--- src/design/dtca_ram.sv ---
// ============================================================================
// dtca_ram: generic single-port RAM
// One write and one read per cycle on a single address, registered read data.
// ============================================================================
module dtca_ram #(
    parameter int WIDTH = 8,
    parameter int DEPTH = 16
) (
    input  logic                     aclk,
    input  logic                     we,
    input  logic [$clog2(DEPTH)-1:0] addr,
    input  logic [WIDTH-1:0]         wdata,
    output logic [WIDTH-1:0]         rdata
);

    logic [WIDTH-1:0] mem [DEPTH];

    always_ff @(posedge aclk) begin
        if (we) begin
            mem[addr] <= wdata;
        end
        rdata <= mem[addr];
    end

endmodule

--- config.mk ---
export PLATFORM = sky130hd
export DESIGN_NAME = dtca_ram
export DESIGN_NICKNAME = d
export VERILOG_FILES = /design/src/design/dtca_ram.sv
export SDC_FILE = /design/constraint.sdc
export NUM_CORES = 1
export LEC_CHECK = 0
export BUFFER_PORTS_ARGS = -buffer_cell sky130_fd_sc_hd__clkbuf_2
export CAP_MARGIN = 20
export CORE_UTILIZATION = 25
export CTS_BUF_LIST = sky130_fd_sc_hd__clkbuf_4
export DETAILED_ROUTE_END_ITERATION = 6
export HOLD_SLACK_MARGIN = 0.06
export PLACE_DENSITY = 0.36
export SLEW_MARGIN = 20
export SYNTH_ARGS = -nofsm -noshare
export SYNTH_HDL_FRONTEND = slang
export SYNTH_SLANG_ARGS = --single-unit
--- constraint.sdc ---
create_clock -name aclk -period 2.65 [get_ports aclk]
set_input_delay 0.795 -clock aclk [delete_from_list [all_inputs] [get_ports aclk]]
set_output_delay 0.795 -clock aclk [all_outputs]
set_load 0.02 [all_outputs]
* Yosys cells after proc, flatten, opt, wreduce, memory -nomap -nowiden
Memory sizes are Yosys's and may differ from the RTL's. A register that Yosys moved wholly into a read port is not among the register bits.
Cells that the tools add are included.
** Word-level totals
- Bits in registers :: 0
- Memory bits (writable) :: 128
- Bits of input ports :: 14
- Output and inout port bits :: 8
- Logic and storage cells :: 3
- Memories kept :: 1
** Cells by class
- Mux-type cells :: 2
** Memory list
- mem :: words 16, bits a word 8, rd ports 1, clocked after memory_dff 1, write ports 1, RTL line 16 : logic [WIDTH-1:0] mem [DEPTH];
** Operators by type and width (count)
- 2-to-1 mux 1 bit :: 2

* Depth between registers and ports, before layout
Gate-level depths: netlist of the first run.
- Depth after elaboration :: 2
- Gate-level depth with buffers :: 5

* Least setup slack after synthesis of the first run
No wires, ideal clock.
- Path kind :: input to register
- From :: input addr[2]
- To :: memory mem[0][0], enable pin
- Arrival time :: 1.905 ns
- Required time :: 2.267 ns
- Slack :: 0.362 ns
- Stages on the path :: 2
- Path through :: or3b_2 nor3_1
** RTL lines
- from (decl) :: RTL line 11 : input logic [$clog2(DEPTH)-1:0] addr,
- to (decl) :: RTL line 16
No word-level cell before the write port.

* Worst setup path after layout of the first run
- From :: register rdata[6] (read register of mem)
- To :: output rdata[6]
** RTL lines
- from (decl) :: RTL line 13 : output logic [WIDTH-1:0] rdata
No word-level cell between the ends.

==> metrics, run 1 <==
wire per inst=~21 um; Peak supply drop=between 0.2 and 0.25 mV; critical path required time=~1900 ps; CTS tree=done; Pre-antenna DRT Iters=4; Routed WL=11.6 mm; Synth Area in Compound Gates=~2.4%; Post-Route Setup TNS=0 ps; layout cells sized above 1=~38%; largest family of logic cells by synthesized area=multiplexers; power density over the cells=672 nW/um^2; Synth Area in XOR/XNOR=0%; vias per cell=roughly 4.3; Initial DRC Count=approximately 140; pre-CTS WS=roughly 280 ps; first-pass GRT wire length=17.6 mm; clock root cell=clkbuf_4; initial antenna violation count=0; register area share after synthesis=about 80%; Clock transition at path regs=120 ps; reg2reg setup slack=~1200 ps; Buf/Inv on CP=1; mux contribution to synthesized area=approximately 14%; CP Launch Type=flip-flop; CTS buffer count=17; Die ar.=approximately 21,000 sq um; Worst-Skew Late Latency=~520 ps; post-synthesis cell type count=18; Vias=2,452; Worst Path Arrival=1110 ps; post-route setup slack=about 740 ps; # fillers=1,972; H-tree Lvls=4; Worst-Margin Slew=464 ps; post-synthesis simple-gate area fraction=3.21%; total gr overflow=0; core box area=19,700 sq um; Final Cell Area=around 6000 sq um; CP Capture Type=output pin; Fmax=around 0.52 GHz; DRC=0; CP Cell Sequence=clkbuf_2; Post-Route Skew=~12 ps; P_leak=~0.0019 uW; CP max FO=1; Async S/R FF share, synth=0%; Placed Instance Area=between 5000 and 6000 sq um; CP peak stage delay=~400 ps; Area growth, synth to finish=17.5%; Initial Util=between 20% and 30%; Worst Hold Class=reg2reg; minimum clock period=~1900 ps; final slew viol count=0; DRT antenna net count=0; Hold Fails Final Rpt=0; FF+latch count, synth=roughly 140; vias in the first global route=~2,700; Nets=between 300 and 400; Routability Congestion=approximately 0.70; number of diodes=0; Die Wd=144 um; postcts setup bufs=0; fin crit share=a little under three quarters; Post-Syn Nets=244; unrepaired setup endpoints after global routing=false; dpl cells=between 500 and 600; Sink Count=136; CP max stage cell=dfxtp_1; row count=51; GRT Total Usage=between 10% and 20%; I/O pin count=22; setup violators final=0; Post-synth EDFFs=between 100 and 150; Layout Utilization=between 30% and 40%; Main synth FF type=edfxtp_1; maxcap violations=0; # hold bufs at CTS=0; synthesized-area fraction occupied by adder cells=0%; Syn Std Cell Area=between 5000 and 6000 sq um; Slew HR=approximately 69%; YS warnings=0; post_cts resized=0; crit path kind=reg2out; Die Height=between 100 and 150 um; Max Root-Sink Buffers=2; I/O Buffers=21; Top Family by Delay on Critical Path=flip-flops; Non-Filler Instances=about 570; status=complete, no violations; hpwl dp=7.75 mm; Syn Area/Cell=between 20 and 25 sq um; synthesized netlist cell count=between 200 and 250; largest net degree at the start of global routing=18
[cells in the final DEF (no fill, tap or decap), types with 8 or more instances in the layout]
cell type,count
mux4_2,32
a22oi_1,16
clkbuf_4,17
nand2_1,9
clkbuf_2,21
dfxtp_1,8
edfxtp_1,128
buf_4,28
nor2_1,13
[area by class of cell]
cell class	count	area, sq um	area share [%]
clock buffer	17	128	2.14
sequential	136	4000	67.2
clock inverter	15	153	2.56
tap	265	332	5.57
timing repair buffer	50	335	5.63
multi-input combinational	83	1000	16.9
[flip-flops by register name, summed over array words and instances (netlist names)]
name   cells
mem      128
rdata      8
[final timing paths]
check | cells after the start | start | to
setup / recovery | 1 | rdata[6]$_DFF_P_ | rdata[6]
hold reg to reg | 3 | mem[14][3]$_DFFE_PP_ | rdata[3]$_DFF_P_
setup reg to reg | 3 | mem[3][2]$_DFFE_PP_ | rdata[2]$_DFF_P_
hold / removal | 3 | mem[14][3]$_DFFE_PP_ | rdata[3]$_DFF_P_
[power by group]
group	internal (uW)	total, uW	switching, uW
clock network	559	1340	776
registers	2400	2420	14.3
logic	101	254	153
[stage by stage]
step | power, uW | hold WS, ps
after floorplan | 2600 | 635
after global placement | 2730 | 649
after detailed placement | 2730 | 652
after CTS | 4070 | 675
after global routing | 4190 | 680
final | 4000 | 692
[cell usage after synthesis (all sizes together), types with 2 or more instances]
| cell | instances | area, sq um |
|---|---|---|
| clkbuf | 3 | 12.5 |
| nand2 | 9 | 33.8 |
| nand2b | 2 | 12.5 |
| dfxtp | 8 | 160 |
| a22oi | 16 | 120 |
| nor3 | 4 | 20.0 |
| mux4 | 32 | 721 |
| buf | 8 | 47.5 |
| nor2 | 13 | 48.8 |
| nor2b | 2 | 12.5 |
| nand3b | 2 | 15.0 |
| edfxtp | 128 | 3840 |
[cell families (layout without fill, tap and decap cells)]
kind of cell           count (synthesis)  in the layout
muxes                                 32             32
AOI/OAI and AO/OA                     16             16
buffers and inverters                 11             82
DFF                                  136            136
and+or+nand+nor                       35             35
[metal layers]
| layer | wire (um) | vias up | part of all wire [%] | global-route usage (%) |
|---|---|---|---|---|
| li1 | - | 1081 | - | - |
| met1 | 5370 | 1328 | 46 | 15.8 |
| met2 | 5810 | 34 | 50 | 20.2 |
| met3 | 333 | 9 | 2.9 | 3.74 |
| met4 | 119 | 0 | 1.0 | 4.16 |
| met5 | 0 | - | 0 | 0 |
Power figures use the tool's default switching activity.
==> inputs of run 2 (changes only) <==
Clock period 2.65 ns to 1.8 ns, I/O delays scaled along.
==> run 2 against run 1 <==
Design area grew 3.9%. Global-route usage decreased by 0.53 points. Highest routed layer unchanged. Count of clock-buffer cells in the layout increased by 1. Critical path type unchanged. Worst hold slack lost 260 ps. Cell count increased by 2.1%. Clock skew is 4.0 ps higher. Non-clock buffer count rose by 11. Routed wire length is 5.7% lower.
==> metrics, run 2 (synthesized netlist as in run 1, its figures left out) <==
Nets=313 (+3.6%); register area=4000 sq um (unchanged); Slew HR=56.6% (-12 points); Post-Route Setup TNS=0 ps (unchanged); WL met1=5.28 mm (-1.6%); core box area=19,700 sq um (unchanged); vias per cell=4.23 (-2.4%); H-tree Lvls=4 (unchanged); DRC=0 (unchanged); Final Cell Area=6190 sq um (+3.9%); wire per inst=19.0 um (-7.7%); Top Family by Delay on Critical Path=flip-flops; hpwl dp=7.85 mm (+1.2%); CP Cell Sequence=clkbuf_2; power density over the cells=971 nW/um^2 (+44%); leading cell type in the layout, fill and taps excluded=edfxtp_1; first-pass GRT wire length=16.9 mm (-3.7%); status=complete, no violations; unrepaired setup endpoints after global routing=false; row count=51 (unchanged); Worst-Margin Slew=649 ps (+185 ps); I/O Buffers=21 (unchanged); CP Launch Type=flip-flop; CP Capture Type=output pin; CTS tree=done; crit path kind=reg2out; max reg flops=128 (unchanged); I/O pin count=22 (unchanged); Die ar.=20,800 sq um (unchanged); Buf/Inv on CP=1 (unchanged); DRT antenna net count=0 (unchanged); metal3 WL=243 um (-27%); critical path required time=1260 ps (-600 ps); Routed WL=11.0 mm (-5.7%); Die Wd=144 um (unchanged); setup violators final=0 (unchanged); pre-CTS WS=-163 ps (-443 ps); Reg with most FFs=mem; Multi-input gate area=1040 sq um (+3.5%); CP max stage cell=dfxtp_1; Initial Util=25.8% (unchanged); Clock transition at path regs=120 ps (about the same); CP max FO=1 (unchanged); Worst Hold Class=in2reg; Area growth, synth to finish=22.1%; CP peak stage delay=380 ps (-20 ps); Sink Count=136 (unchanged); minimum clock period=1640 ps; Initial DRC Count=181 (+27%); vias in the first global route=2,601 (-2.3%); initial antenna violation count=1 (+1); P_leak=0.00200 uW (+4.3%); Peak supply drop=0.360 mV (+62%); postcts setup bufs=0 (unchanged); Vias=2,443 (-0.37%); largest net degree at the start of global routing=19 (+1); post-route setup slack=158 ps (-586 ps); Routability Congestion=0.717 (+2.9%); Max Root-Sink Buffers=2 (unchanged); Pre-antenna DRT Iters=4 (unchanged); clock root cell=clkbuf_4; # hold bufs at CTS=0 (unchanged); # fillers=1,963 (-0.46%); post_cts resized=0 (unchanged); Die Height=144 um (unchanged); biggest registers after layout=mem (128), rdata (8); Overall Power=6000 uW (+50%); DR WL met2=5.22 mm (-10%); most frequent cells in the layout=edfxtp_1 (128), mux4_2 (32), buf_4 (31); Worst-Skew Late Latency=550 ps (+30 ps); maxcap violations=0 (unchanged); Post-Route Skew=16.3 ps (+4.03 ps); Worst Path Arrival=1100 ps (about the same); WHS=431 ps (-261 ps); top layer in use=met4; layout cells sized above 1=43.6% (+5.7 points); total gr overflow=0 (unchanged); Hold Fails Final Rpt=0 (unchanged); CTS buffer count=17 (unchanged); fin crit share=between 90% and 100%; Placed Instance Area=5890 sq um (+3.8%); Fmax=~0.61 GHz; final slew viol count=0 (unchanged); GRT Total Usage=11.9% (-0.53 points)
## run 2: cell types whose count changed in the layout (fill, tap and decap cells not counted), moves of 2 or more
cell	before	now
buf_12	1	9
nor2_2	0	12
buf_4	28	31
inv_6	2	0
nor2_1	13	1
clkinv_4	3	1
clkinv_1	1	3
## run 2: final cells by class
class	count	area share (%)
clock buffers	18	2.18
well taps	265	5.36
diodes	1	0.0404
clock inverters	14	2.55
flip-flops and latches	136	64.7
repair buffers	61	8.37
multi-input cells	83	16.8
## run 2: final timing paths
| kind | startpoint | end | slack [ps] | depth (start not counted) |
|---|---|---|---|---|
| hold / removal | wdata[4] | mem[13][4]$_DFFE_PP_ | 430 | 1 |
| setup reg to reg | mem[11][7]$_DFFE_PP_ | rdata[7]$_DFF_P_ | 450 | 3 |
| hold reg to reg | mem[0][6]$_DFFE_PP_ | rdata[6]$_DFF_P_ | 700 | 3 |
| setup / recovery | rdata[3]$_DFF_P_ | rdata[3] | 160 | 1 |
## run 2: where the power goes
group          switching [uW]  internal [uW]
Sequential               20.5           3530
Clock                    1090            957
Combinational             230            172
Total                    1340           4660
## run 2: routing by layer
metal	global-route usage, %	vias up
met4	5.48	0
met5	0	-
met3	3.21	15
met1	16.0	1287
met2	18.0	33
li1	-	1108
## run 2: per-stage QoR
stage,std cells,utilization [%]
2_1_floorplan,230,-
3_3_place_gp,545,30.0
3_5_place_dp,545,30.0
4_1_cts,577,31.5
5_1_grt,578,31.5
6_report,578,31.5
